--- src/rtl/xenc_pkg.sv ---
// ----------------------------------------------------------------------------
// xenc_pkg: shared types and constants of the instruction encoder
// Operation codes, operand sizes, opcode bytes, the queue entry that
// carries a classified instruction and the emitter's phase encoding.
// ----------------------------------------------------------------------------
package xenc_pkg;

   typedef enum logic [3:0] {
      OP_MOVRR    = 4'd0,
      OP_STORE    = 4'd1,
      OP_LOAD     = 4'd2,
      OP_MOVIMM64 = 4'd3,
      OP_LEARIP   = 4'd4,
      OP_LEABASE  = 4'd5,
      OP_PUSH     = 4'd6,
      OP_POP      = 4'd7,
      OP_ADDIMM   = 4'd8,
      OP_SUBIMM   = 4'd9,
      OP_ADDRR    = 4'd10,
      OP_SUBRR    = 4'd11
   } op_type;

   typedef enum logic [1:0] {
      SIZE_1 = 2'd0,
      SIZE_2 = 2'd1,
      SIZE_4 = 2'd2,
      SIZE_8 = 2'd3
   } size_type;

   // Prefix and opcode bytes
   localparam logic [7:0] OSIZE_PREFIX   = 8'h66;
   localparam logic [7:0] REX_BASE       = 8'h40;
   localparam logic [7:0] SIB_BASE_ONLY  = 8'h24;
   localparam logic [7:0] OPC_MOVB_STORE = 8'h88;
   localparam logic [7:0] OPC_MOV_STORE  = 8'h89;
   localparam logic [7:0] OPC_LOAD_ADJ   = 8'h02;
   localparam logic [7:0] OPC_MOV_LOAD   = 8'h8B;
   localparam logic [7:0] OPC_LEA        = 8'h8D;
   localparam logic [7:0] OPC_MOV_IMM    = 8'hB8;
   localparam logic [7:0] OPC_PUSH       = 8'h50;
   localparam logic [7:0] OPC_POP        = 8'h58;
   localparam logic [7:0] OPC_GRP1_IMM8  = 8'h80;
   localparam logic [7:0] OPC_GRP1_IMM32 = 8'h81;
   localparam logic [7:0] OPC_ADDB       = 8'h00;
   localparam logic [7:0] OPC_ADD        = 8'h01;
   localparam logic [7:0] OPC_SUBB       = 8'h28;
   localparam logic [7:0] OPC_SUB        = 8'h29;

   // ModRM fields
   localparam logic [1:0] MOD_INDIRECT = 2'd0;
   localparam logic [1:0] MOD_DISP32   = 2'd2;
   localparam logic [1:0] MOD_REG      = 2'd3;
   localparam logic [2:0] RM_RIP       = 3'd5;
   localparam logic [2:0] RM_SIB       = 3'd4;
   localparam logic [2:0] EXT_ADD      = 3'd0;
   localparam logic [2:0] EXT_SUB      = 3'd5;

   // Trailing field lengths in bytes
   localparam logic [3:0] TAIL_NONE = 4'd0;
   localparam logic [3:0] TAIL_IMM8 = 4'd1;
   localparam logic [3:0] TAIL_D32  = 4'd4;
   localparam logic [3:0] TAIL_I64  = 4'd8;

   // Queue between classifier and emitter
   localparam int QUEUE_DEPTH = 2;
   localparam int QPTR_W      = (QUEUE_DEPTH > 1) ? $clog2(QUEUE_DEPTH) : 1;
   localparam int QCNT_W      = $clog2(QUEUE_DEPTH + 1);

   // One classified instruction
   typedef struct packed {
      logic       osize_en;
      logic       rex_en;
      logic [7:0] rex;
      logic [7:0] opc;
      logic       modrm_en;
      logic [7:0] modrm;
      logic       sib_en;
      logic [63:0] tail;
      logic [3:0] tail_len;
   } entry_type;

   typedef enum logic [2:0] {
      PH_IDLE  = 3'd0,
      PH_OSIZE = 3'd1,
      PH_REX   = 3'd2,
      PH_OPC   = 3'd3,
      PH_MODRM = 3'd4,
      PH_SIB   = 3'd5,
      PH_TAIL  = 3'd6
   } phase_type;

   function automatic logic [7:0] rex_of(input logic w, input logic r, input logic b);
      rex_of = REX_BASE | {4'b0000, w, r, 1'b0, b};
   endfunction

endpackage

--- src/rtl/x86_64_instruction_encoder.sv ---
// ----------------------------------------------------------------------------
// x86_64_instruction_encoder: x86-64 machine code emitter
// Encodes one instruction request into its byte sequence with a final-byte
// mark, through a classifier, a two-entry queue and a byte emitter.
// ----------------------------------------------------------------------------
// Usage:
//   Request channel: drive req_* and raise start; the transaction is taken
//   at a rising edge where start is high and busy is low. busy is high only
//   while the queue holds two instructions not yet started by the emitter.
//   Result channel: rsp_strobe marks a byte on rsp_code_byte for exactly one
//   cycle, rsp_last_byte flags the final byte of an instruction. The
//   receiver cannot stall, so bytes flow at one per cycle without gaps
//   between instructions while work is queued.
//   Order: an accepted transaction is written into the queue and, once the
//   emitter is idle or on its final byte, loaded into the emitter's
//   registers, which drive its first byte onto the result ports.
//   Throughput: instructions are 2 to 10 bytes long (push, pop and
//   byte-size register add and sub the shortest, mov imm64 the longest);
//   the emitter's one-byte-a-cycle output sets the rate. Requests are taken
//   one per cycle while the queue has room.
//   Unknown operations are taken and dropped; they produce no bytes.
//   Reset empties the queue and idles the emitter; nothing is emitted until
//   a new transaction arrives.
// ----------------------------------------------------------------------------
module x86_64_instruction_encoder (
   input  logic               clock,
   input  logic               reset,
   input  logic               start,
   output logic               busy,
   input  logic [3:0]         req_operation,
   input  logic [3:0]         req_reg_a,
   input  logic [3:0]         req_reg_b,
   input  logic [1:0]         req_size_code,
   input  logic signed [31:0] req_displacement,
   input  logic [63:0]        req_immediate,
   output logic               rsp_strobe,
   output logic [7:0]         rsp_code_byte,
   output logic               rsp_last_byte
);

   xenc_pkg::entry_type front_entry;
   xenc_pkg::entry_type head_entry;
   logic                known;
   logic                q_push, q_pop, q_empty, q_full;

   // Classify the request in the cycle it is offered
   xenc_front u_front (
      .req_operation    (req_operation),
      .req_reg_a        (req_reg_a),
      .req_reg_b        (req_reg_b),
      .req_size_code    (req_size_code),
      .req_displacement (req_displacement),
      .req_immediate    (req_immediate),
      .entry            (front_entry),
      .known            (known)
   );

   // Hold the request off only when the queue is full
   assign busy   = q_full;
   // Drop unknown operations at the door
   assign q_push = start && !busy && known;

   xenc_queue u_queue (
      .clock      (clock),
      .reset      (reset),
      .push       (q_push),
      .push_entry (front_entry),
      .pop        (q_pop),
      .head       (head_entry),
      .empty      (q_empty),
      .full       (q_full)
   );

   // Emit one byte a cycle, fetch the next instruction on the last byte
   xenc_back u_back (
      .clock         (clock),
      .reset         (reset),
      .head          (head_entry),
      .empty         (q_empty),
      .pop           (q_pop),
      .rsp_strobe    (rsp_strobe),
      .rsp_code_byte (rsp_code_byte),
      .rsp_last_byte (rsp_last_byte)
   );

endmodule

--- src/rtl/xenc_front.sv ---
// ----------------------------------------------------------------------------
// xenc_front: instruction classifier
// Turns one request into prefix flags, REX, opcode, ModRM, SIB flag and a
// little-endian trailing field; flags unknown operations.
// ----------------------------------------------------------------------------
module xenc_front (
   input  logic [3:0]          req_operation,
   input  logic [3:0]          req_reg_a,
   input  logic [3:0]          req_reg_b,
   input  logic [1:0]          req_size_code,
   input  logic signed [31:0]  req_displacement,
   input  logic [63:0]         req_immediate,
   output xenc_pkg::entry_type entry,
   output logic                known
);

   // Prefixes, opcode and ModRM of the general register/memory form
   function automatic xenc_pkg::entry_type modrm_form(
      input logic [7:0] opc,
      input logic [1:0] md,
      input logic [3:0] regf,
      input logic [3:0] rm,
      input logic [1:0] size
   );
      xenc_pkg::entry_type e;
      e          = '0;
      e.osize_en = (size == xenc_pkg::SIZE_2);
      e.rex_en   = (size != xenc_pkg::SIZE_1) || regf[3] || regf[2] || rm[3]
                   || ((md == xenc_pkg::MOD_REG) && rm[2]);
      e.rex      = xenc_pkg::rex_of(size == xenc_pkg::SIZE_8, regf[3], rm[3]);
      e.opc      = opc;
      e.modrm_en = 1'b1;
      e.modrm    = {md, regf[2:0], rm[2:0]};
      e.sib_en   = (md != xenc_pkg::MOD_REG) && (rm[2:0] == xenc_pkg::RM_SIB);
      e.tail_len = xenc_pkg::TAIL_NONE;
      return e;
   endfunction

   always_comb begin
      logic [7:0] opc;
      logic [1:0] psize;
      logic [2:0] ext;
      entry = '0;
      known = 1'b1;
      opc   = '0;
      psize = req_size_code;
      ext   = xenc_pkg::EXT_ADD;
      case (xenc_pkg::op_type'(req_operation))
         xenc_pkg::OP_MOVRR: begin
            entry = modrm_form(xenc_pkg::OPC_MOV_LOAD, xenc_pkg::MOD_REG,
                               req_reg_a, req_reg_b, xenc_pkg::SIZE_8);
         end
         xenc_pkg::OP_STORE, xenc_pkg::OP_LOAD: begin
            opc = (req_size_code == xenc_pkg::SIZE_1) ? xenc_pkg::OPC_MOVB_STORE
                                                       : xenc_pkg::OPC_MOV_STORE;
            if (req_operation == xenc_pkg::OP_LOAD) begin
               opc = opc + xenc_pkg::OPC_LOAD_ADJ;
            end
            entry = modrm_form(opc, xenc_pkg::MOD_DISP32, req_reg_a, req_reg_b,
                               req_size_code);
            entry.tail     = {32'd0, req_displacement};
            entry.tail_len = xenc_pkg::TAIL_D32;
         end
         xenc_pkg::OP_MOVIMM64: begin
            entry.rex_en   = 1'b1;
            entry.rex      = xenc_pkg::rex_of(1'b1, 1'b0, req_reg_a[3]);
            entry.opc      = xenc_pkg::OPC_MOV_IMM | {5'd0, req_reg_a[2:0]};
            entry.tail     = req_immediate;
            entry.tail_len = xenc_pkg::TAIL_I64;
         end
         xenc_pkg::OP_LEARIP: begin
            entry.rex_en   = 1'b1;
            entry.rex      = xenc_pkg::rex_of(1'b1, req_reg_a[3], 1'b0);
            entry.opc      = xenc_pkg::OPC_LEA;
            entry.modrm_en = 1'b1;
            entry.modrm    = {xenc_pkg::MOD_INDIRECT, req_reg_a[2:0], xenc_pkg::RM_RIP};
            entry.tail     = {32'd0, req_displacement};
            entry.tail_len = xenc_pkg::TAIL_D32;
         end
         xenc_pkg::OP_LEABASE: begin
            entry = modrm_form(xenc_pkg::OPC_LEA, xenc_pkg::MOD_DISP32,
                               req_reg_a, req_reg_b, xenc_pkg::SIZE_8);
            entry.tail     = {32'd0, req_displacement};
            entry.tail_len = xenc_pkg::TAIL_D32;
         end
         xenc_pkg::OP_PUSH, xenc_pkg::OP_POP: begin
            // byte size runs as 4 bytes
            if (req_size_code == xenc_pkg::SIZE_1) begin
               psize = xenc_pkg::SIZE_4;
            end
            opc = (req_operation == xenc_pkg::OP_POP) ? xenc_pkg::OPC_POP
                                                       : xenc_pkg::OPC_PUSH;
            entry.osize_en = (psize == xenc_pkg::SIZE_2);
            entry.rex_en   = 1'b1;
            entry.rex      = xenc_pkg::rex_of(psize == xenc_pkg::SIZE_8, 1'b0,
                                              req_reg_a[3]);
            entry.opc      = opc | {5'd0, req_reg_a[2:0]};
         end
         xenc_pkg::OP_ADDIMM, xenc_pkg::OP_SUBIMM: begin
            ext = (req_operation == xenc_pkg::OP_SUBIMM) ? xenc_pkg::EXT_SUB
                                                          : xenc_pkg::EXT_ADD;
            entry.rex_en   = 1'b1;
            entry.rex      = xenc_pkg::rex_of(1'b1, 1'b0, req_reg_a[3]);
            entry.modrm_en = 1'b1;
            entry.modrm    = {xenc_pkg::MOD_REG, ext, req_reg_a[2:0]};
            entry.tail     = req_immediate;
            if (req_size_code == xenc_pkg::SIZE_1) begin
               entry.opc      = xenc_pkg::OPC_GRP1_IMM8;
               entry.tail_len = xenc_pkg::TAIL_IMM8;
            end else begin
               entry.opc      = xenc_pkg::OPC_GRP1_IMM32;
               entry.tail_len = xenc_pkg::TAIL_D32;
            end
         end
         xenc_pkg::OP_ADDRR: begin
            opc = (req_size_code == xenc_pkg::SIZE_1) ? xenc_pkg::OPC_ADDB
                                                       : xenc_pkg::OPC_ADD;
            entry = modrm_form(opc, xenc_pkg::MOD_REG, req_reg_b, req_reg_a,
                               req_size_code);
         end
         xenc_pkg::OP_SUBRR: begin
            opc = (req_size_code == xenc_pkg::SIZE_1) ? xenc_pkg::OPC_SUBB
                                                       : xenc_pkg::OPC_SUB;
            entry = modrm_form(opc, xenc_pkg::MOD_REG, req_reg_b, req_reg_a,
                               req_size_code);
         end
         default: begin
            known = 1'b0;
         end
      endcase
   end

endmodule

--- src/rtl/xenc_queue.sv ---
// ----------------------------------------------------------------------------
// xenc_queue: short instruction queue
// Holds classified instructions between classifier and emitter.
// ----------------------------------------------------------------------------
module xenc_queue (
   input  logic                clock,
   input  logic                reset,
   input  logic                push,
   input  xenc_pkg::entry_type push_entry,
   input  logic                pop,
   output xenc_pkg::entry_type head,
   output logic                empty,
   output logic                full
);

   xenc_pkg::entry_type                 slot_ff [xenc_pkg::QUEUE_DEPTH];
   logic [xenc_pkg::QPTR_W-1:0]         wr_ptr_ff, wr_ptr_in;
   logic [xenc_pkg::QPTR_W-1:0]         rd_ptr_ff, rd_ptr_in;
   logic [xenc_pkg::QCNT_W-1:0]         count_ff, count_in;

   function automatic logic [xenc_pkg::QPTR_W-1:0] ptr_next(
      input logic [xenc_pkg::QPTR_W-1:0] p
   );
      if (p == xenc_pkg::QPTR_W'(xenc_pkg::QUEUE_DEPTH - 1)) begin
         return '0;
      end
      return p + 1'b1;
   endfunction

   assign empty = (count_ff == '0);
   assign full  = (count_ff == xenc_pkg::QCNT_W'(xenc_pkg::QUEUE_DEPTH));
   assign head  = slot_ff[rd_ptr_ff];

   always_comb begin
      wr_ptr_in = push ? ptr_next(wr_ptr_ff) : wr_ptr_ff;
      rd_ptr_in = pop  ? ptr_next(rd_ptr_ff) : rd_ptr_ff;
      count_in  = count_ff;
      if (push && !pop) begin
         count_in = count_ff + 1'b1;
      end else if (pop && !push) begin
         count_in = count_ff - 1'b1;
      end
   end

   always_ff @(posedge clock) begin
      if (reset) begin
         wr_ptr_ff <= '0;
         rd_ptr_ff <= '0;
         count_ff  <= '0;
      end else begin
         wr_ptr_ff <= wr_ptr_in;
         rd_ptr_ff <= rd_ptr_in;
         count_ff  <= count_in;
      end
   end

   always_ff @(posedge clock) begin
      if (push) begin
         slot_ff[wr_ptr_ff] <= push_entry;
      end
   end

   a_no_overflow: assert property (@(posedge clock) disable iff (reset)
      push |-> (!full || pop))
      else $error("queue written while full");

   a_no_underflow: assert property (@(posedge clock) disable iff (reset)
      pop |-> !empty)
      else $error("queue read while empty");

   a_count_bound: assert property (@(posedge clock) disable iff (reset)
      count_ff <= xenc_pkg::QCNT_W'(xenc_pkg::QUEUE_DEPTH))
      else $error("queue count beyond depth");

endmodule

--- src/rtl/xenc_back.sv ---
// ----------------------------------------------------------------------------
// xenc_back: byte emitter
// Walks one classified instruction through its phases, one byte a cycle,
// and fetches the next one from the queue on the final byte or while idle.
// ----------------------------------------------------------------------------
module xenc_back (
   input  logic                clock,
   input  logic                reset,
   input  xenc_pkg::entry_type head,
   input  logic                empty,
   output logic                pop,
   output logic                rsp_strobe,
   output logic [7:0]          rsp_code_byte,
   output logic                rsp_last_byte
);

   xenc_pkg::phase_type phase_ff, phase_in, step_next, first_phase;
   xenc_pkg::entry_type cur_ff, cur_in;
   logic [63:0]         tail_ff, tail_in;
   logic [3:0]          tail_cnt_ff, tail_cnt_in;
   xenc_pkg::phase_type tail_phase;

   always_ff @(posedge clock) begin
      if (reset) begin
         phase_ff <= xenc_pkg::PH_IDLE;
      end else begin
         phase_ff <= phase_in;
      end
   end

   always_ff @(posedge clock) begin
      cur_ff      <= cur_in;
      tail_ff     <= tail_in;
      tail_cnt_ff <= tail_cnt_in;
   end

   always_comb begin
      tail_phase = (cur_ff.tail_len != xenc_pkg::TAIL_NONE) ? xenc_pkg::PH_TAIL
                                                              : xenc_pkg::PH_IDLE;
      case (phase_ff)
         xenc_pkg::PH_OSIZE: step_next = cur_ff.rex_en ? xenc_pkg::PH_REX
                                                       : xenc_pkg::PH_OPC;
         xenc_pkg::PH_REX:   step_next = xenc_pkg::PH_OPC;
         xenc_pkg::PH_OPC:   step_next = cur_ff.modrm_en ? xenc_pkg::PH_MODRM
                                                         : tail_phase;
         xenc_pkg::PH_MODRM: step_next = cur_ff.sib_en ? xenc_pkg::PH_SIB : tail_phase;
         xenc_pkg::PH_SIB:   step_next = tail_phase;
         xenc_pkg::PH_TAIL:  step_next = (tail_cnt_ff == 4'd1) ? xenc_pkg::PH_IDLE
                                                               : xenc_pkg::PH_TAIL;
         default:            step_next = xenc_pkg::PH_IDLE;
      endcase

      if (head.osize_en) begin
         first_phase = xenc_pkg::PH_OSIZE;
      end else if (head.rex_en) begin
         first_phase = xenc_pkg::PH_REX;
      end else begin
         first_phase = xenc_pkg::PH_OPC;
      end

      rsp_strobe    = (phase_ff != xenc_pkg::PH_IDLE);
      rsp_last_byte = rsp_strobe && (step_next == xenc_pkg::PH_IDLE);
      case (phase_ff)
         xenc_pkg::PH_OSIZE: rsp_code_byte = xenc_pkg::OSIZE_PREFIX;
         xenc_pkg::PH_REX:   rsp_code_byte = cur_ff.rex;
         xenc_pkg::PH_OPC:   rsp_code_byte = cur_ff.opc;
         xenc_pkg::PH_MODRM: rsp_code_byte = cur_ff.modrm;
         xenc_pkg::PH_SIB:   rsp_code_byte = xenc_pkg::SIB_BASE_ONLY;
         xenc_pkg::PH_TAIL:  rsp_code_byte = tail_ff[7:0];
         default:            rsp_code_byte = 8'h00;
      endcase

      // advance within the instruction; on its end take the next one
      pop         = (step_next == xenc_pkg::PH_IDLE) && !empty;
      phase_in    = step_next;
      cur_in      = cur_ff;
      tail_in     = tail_ff;
      tail_cnt_in = tail_cnt_ff;
      if (phase_ff == xenc_pkg::PH_TAIL) begin
         tail_in     = {8'h00, tail_ff[63:8]};
         tail_cnt_in = tail_cnt_ff - 4'd1;
      end
      if (pop) begin
         phase_in    = first_phase;
         cur_in      = head;
         tail_in     = head.tail;
         tail_cnt_in = head.tail_len;
      end
   end

   a_tail_count: assert property (@(posedge clock) disable iff (reset)
      (phase_ff == xenc_pkg::PH_TAIL) |-> (tail_cnt_ff != 4'd0))
      else $error("tail phase with no bytes left");

   a_pop_at_end: assert property (@(posedge clock) disable iff (reset)
      pop |-> (!rsp_strobe || rsp_last_byte))
      else $error("next instruction fetched before the last byte");

   a_load_starts: assert property (@(posedge clock) disable iff (reset)
      pop |=> rsp_strobe)
      else $error("fetched instruction did not start emitting");

endmodule
--- config.mk ---
export PLATFORM = sky130hd
export DESIGN_NAME = x86_64_instruction_encoder
export DESIGN_NICKNAME = d
export VERILOG_FILES = /design/src/rtl/xenc_pkg.sv /design/src/rtl/x86_64_instruction_encoder.sv /design/src/rtl/xenc_front.sv /design/src/rtl/xenc_queue.sv /design/src/rtl/xenc_back.sv
export SDC_FILE = /design/constraint.sdc
export NUM_CORES = 1
export LEC_CHECK = 0
export BUFFER_PORTS_ARGS = -buffer_cell sky130_fd_sc_hd__buf_2
export CAP_MARGIN = 20
export CORE_AREA = 5 5 154 156
export CTS_CLUSTER_DIAMETER = 50
export DETAILED_ROUTE_END_ITERATION = 8
export DIE_AREA = 0 0 159 161
export PLACE_DENSITY = 0.75
export SLEW_MARGIN = 20
export SYNTH_ARGS = -nofsm -noshare
export SYNTH_HDL_FRONTEND = slang
export SYNTH_SLANG_ARGS = --single-unit
--- constraint.sdc ---
create_clock -name clock -period 7.2 [get_ports clock]
set_input_delay 0.36 -clock clock [delete_from_list [all_inputs] [get_ports clock]]
set_output_delay 0.36 -clock clock [all_outputs]
set_load 0.02 [all_outputs]
==> impl_metrics.yaml <==
run_status:
  status: "finished, final reports clean"
worst_hold_path:
  hold_path_depth: 2
  hold-path-endpoint: "u_queue.slot_ff[1][47]"
  hold_class: "in2reg"
  hp-start: "req_immediate[43]"
final_layout:
  fin_cells: 1217
  syn_to_final_growth_pct: 14.8
  diodes: 0
  drive_gt1_share_pct: 26.3
  fin_nets: 1027
sta:
  rsz0062_at_grt: "no"
  clock.fmax_mhz: 245
  hold_viol: 0
  timing.final.crit_share_pct: 56.7
  setup_tns_ps: 0
  setup_viol: 0
  period_needed_ps: 4080
  skew_ps: 6.91
  drv_slew: 0
  slew_headroom_pct: 29.9
  worst_pin_slew_ps: 1050
power:
  power.density_nw_per_um2: 391
  p_total_mw: 5.40
  cellLeakagePower_nw: 4.80
  peakVddDrop_mv: 0.270
global_route:
  antenna_found_initial: 0
  grt_pass1_vias: 6950
  grt_pass1_wl_mm: 37.0
  grt_use_total_pct: 17.7
  grt_max_degree: 87
  grt.overflow.total: 0
clock_tree:
  ctsResizeCount: 0
  insertion_delay_ps: 530
  clock-root-buffer: "clkbuf_16"
  cts.sinks: 284
  clk_pin_slew_ps: 60
  cts_tree: "done"
  postCtsHoldBufs: 0
  cts_buffer_depth: 3
  h-tree-depth: 1
  post_cts_buffers: 0
  cts_inserted_buffers: 28
worst_setup_path:
  path_delay_family: "simple AND/OR/NAND/NOR gates"
  crit_chain: "nor2b_1 -> a32o_1 -> a211oi_4 -> buf_4 -> and3_4 -> inv_2 -> nand2_2 -> buf_4"
  crit_fanout: 60
  cp.arrival_ps: 4270
  worst_path_most_repeated_cell: "buf_4"
  critical_path_class: "reg2reg"
  r2r_end: "u_back.tail_ff[24]"
  reg2reg_depth: 8
  cpMaxStageDelayCell: "nand2_2"
  end_kind: "flip-flop"
  cp-start-kind: "flip-flop"
  worst_ep_required_time_ps: 7390
  r2r_start: "u_back.phase_ff[2]"
  critPathLaunch: "u_back.phase_ff[2]"
  crit_buf_inv: 3
  r2r_setup_slack_ps: 3120
  critPathMaxStageDelay_ps: 700
synthesis:
  netlist_top_cells_count: "edfxtp_1, mux2i_1, a21oi_1"
  synth_async_sr_flop_share_pct: 0
  synth_cells: 807
  synth_nets: 923
  synth_area_leaders: "edfxtp_1, mux2i_1, a22o_1"
  synth_top_area_share_pct: 68.9
  synth_area_leader_cell: "edfxtp_1"
  syn-cell-area_um2: 12000
  synth_warnings: 0
  ys_ff_latch: 284
  synth.most_common_cell: "edfxtp_1"
  ys_seq_area_share_pct: 70.3
  synth-edff-count: 276
  avgSynthCellArea_um2: 14.9
  synth.distinct_cells: 53
  synth_top_flop_cell: "edfxtp_1"
floorplan:
  dieArea_um2: 25600
  die_width_um: 159
  die_h_um: 161
  start_util_pct: 54.1
  pin_count: 124
  row_count: 55
  core_area_um2: 22200
drt:
  avgViaCountPerCell: 5.78
  drt_iter0_drc: 735
  post-route-drc-count: 0
  dr.pass1.iters: 5
  routed_wl_mm: 23.6
  drtAntennaViolNets: 0
  post_drt_wl_per_cell_um: 19.4
  vias: 7037
placement:
  dpl.hpwl_mm: 15.0
  gp_congestion: 0.815
  dp_cells: 1164
  io_buffers: 123
job:
  drv_cap: 0
## worst max-delay path by stage
stage,to,depth (start not counted)
3_3_place_gp,u_back.tail_ff[30],8
2_1_floorplan,u_queue.slot_ff[0][0],4
3_5_place_dp,u_back.tail_ff[36],8
5_1_grt,u_back.tail_ff[40],8
4_1_cts,u_back.tail_ff[45],8
6_report,u_back.tail_ff[24],8
## cell usage in the layout (no fill, tap or decap), drive strengths merged, types with 4 or more instances in the layout
master / n
nand2: 22
mux2: 32
xor2: 4
dfxtp: 8
edfxtp: 276
o22ai: 6
a22oi: 6
a31oi: 56
and2: 32
a21oi: 79
nor2b: 4
nor3: 5
mux2i: 68
a22o: 40
inv: 11
o21ai: 15
nor2: 35
clkinv: 8
buf: 135
clkbuf: 42
## logic make-up (layout without fill, tap and decap cells)
| family | after synthesis | after routing | share of synthesized area, % |
|---|---|---|---|
| AOI/OAI and AO/OA | 221 | 221 | 12.4 |
| xor gates and xnor gates | 5 | 5 | 0.364 |
| adders and majority gates | 3 | 3 | 0.312 |
| buffers and inverters | 73 | 198 | 2.74 |
| DFF | 284 | 284 | 70.3 |
| muxes | 100 | 100 | 8.66 |
| and+or+nand+nor | 121 | 121 | 5.24 |
## layout make-up
class / count / area [um^2]
Timing Repair Buffer: 135 / 738
Multi-Input combinational cell: 450 / 3290
Sequential cell: 284 / 8450
Clock buffer: 42 / 845
Fill cell: 1636 / 8430
Clock inverter: 9 / 76.3
Inverter: 12 / 45.0
Tap cell: 285 / 357
## worst reg2reg max path, stage by stage, from the launching register on
cell and delay [ps]:
dfxtp_1 620, nor2b_1 310, a32o_1 370, a211oi_4 230, buf_4 550, and3_4 340
inv_2 110, nand2_2 710, buf_4 500
## power breakdown
part           switching [mW]  total [mW]  internal [mW]
registers               0.179        2.61           2.43
clock network           0.574        1.42          0.844
logic                   0.902        1.37          0.471
## per-layer routing
metal / vias to the layer above / GRT usage, % / share of wire (%) / wire length, um
met5: - / 0 / 0 / 0
met4: 0 / 5.00 / 2.3 / 547
met3: 43 / 2.83 / 4.6 / 1080
met2: 184 / 28.9 / 48 / 11400
met1: 3432 / 25.2 / 45 / 10500
li1: 3378 / - / - / -
## state kept, by name, summed over array words and instances, names as in the netlist, named ones only
name / cells
u_back.cur_ff: 26
u_back.phase_ff: 3
u_back.tail_cnt_ff: 4
u_back.tail_ff: 64
u_queue.count_ff: 2
u_queue.rd_ptr_ff: 1
u_queue.slot_ff: 182
u_queue.wr_ptr_ff: 1
## through the flow
| stage | setup slack, ps | utilization, % | instance area [um^2] | hold slack (ps) |
|---|---|---|---|---|
| after floorplan | 2040 | - | 12000 | 480 |
| after global placement | 3310 | 57.7 | 12800 | 508 |
| after detailed placement | 3200 | 57.7 | 12800 | 526 |
| after CTS | 3180 | 61.9 | 13800 | 103 |
| final | 3120 | 62.1 | 13800 | 128 |
| after global routing | 2890 | 62.1 | 13800 | 121 |
Note: power is estimated with default switching activity, not from simulation.
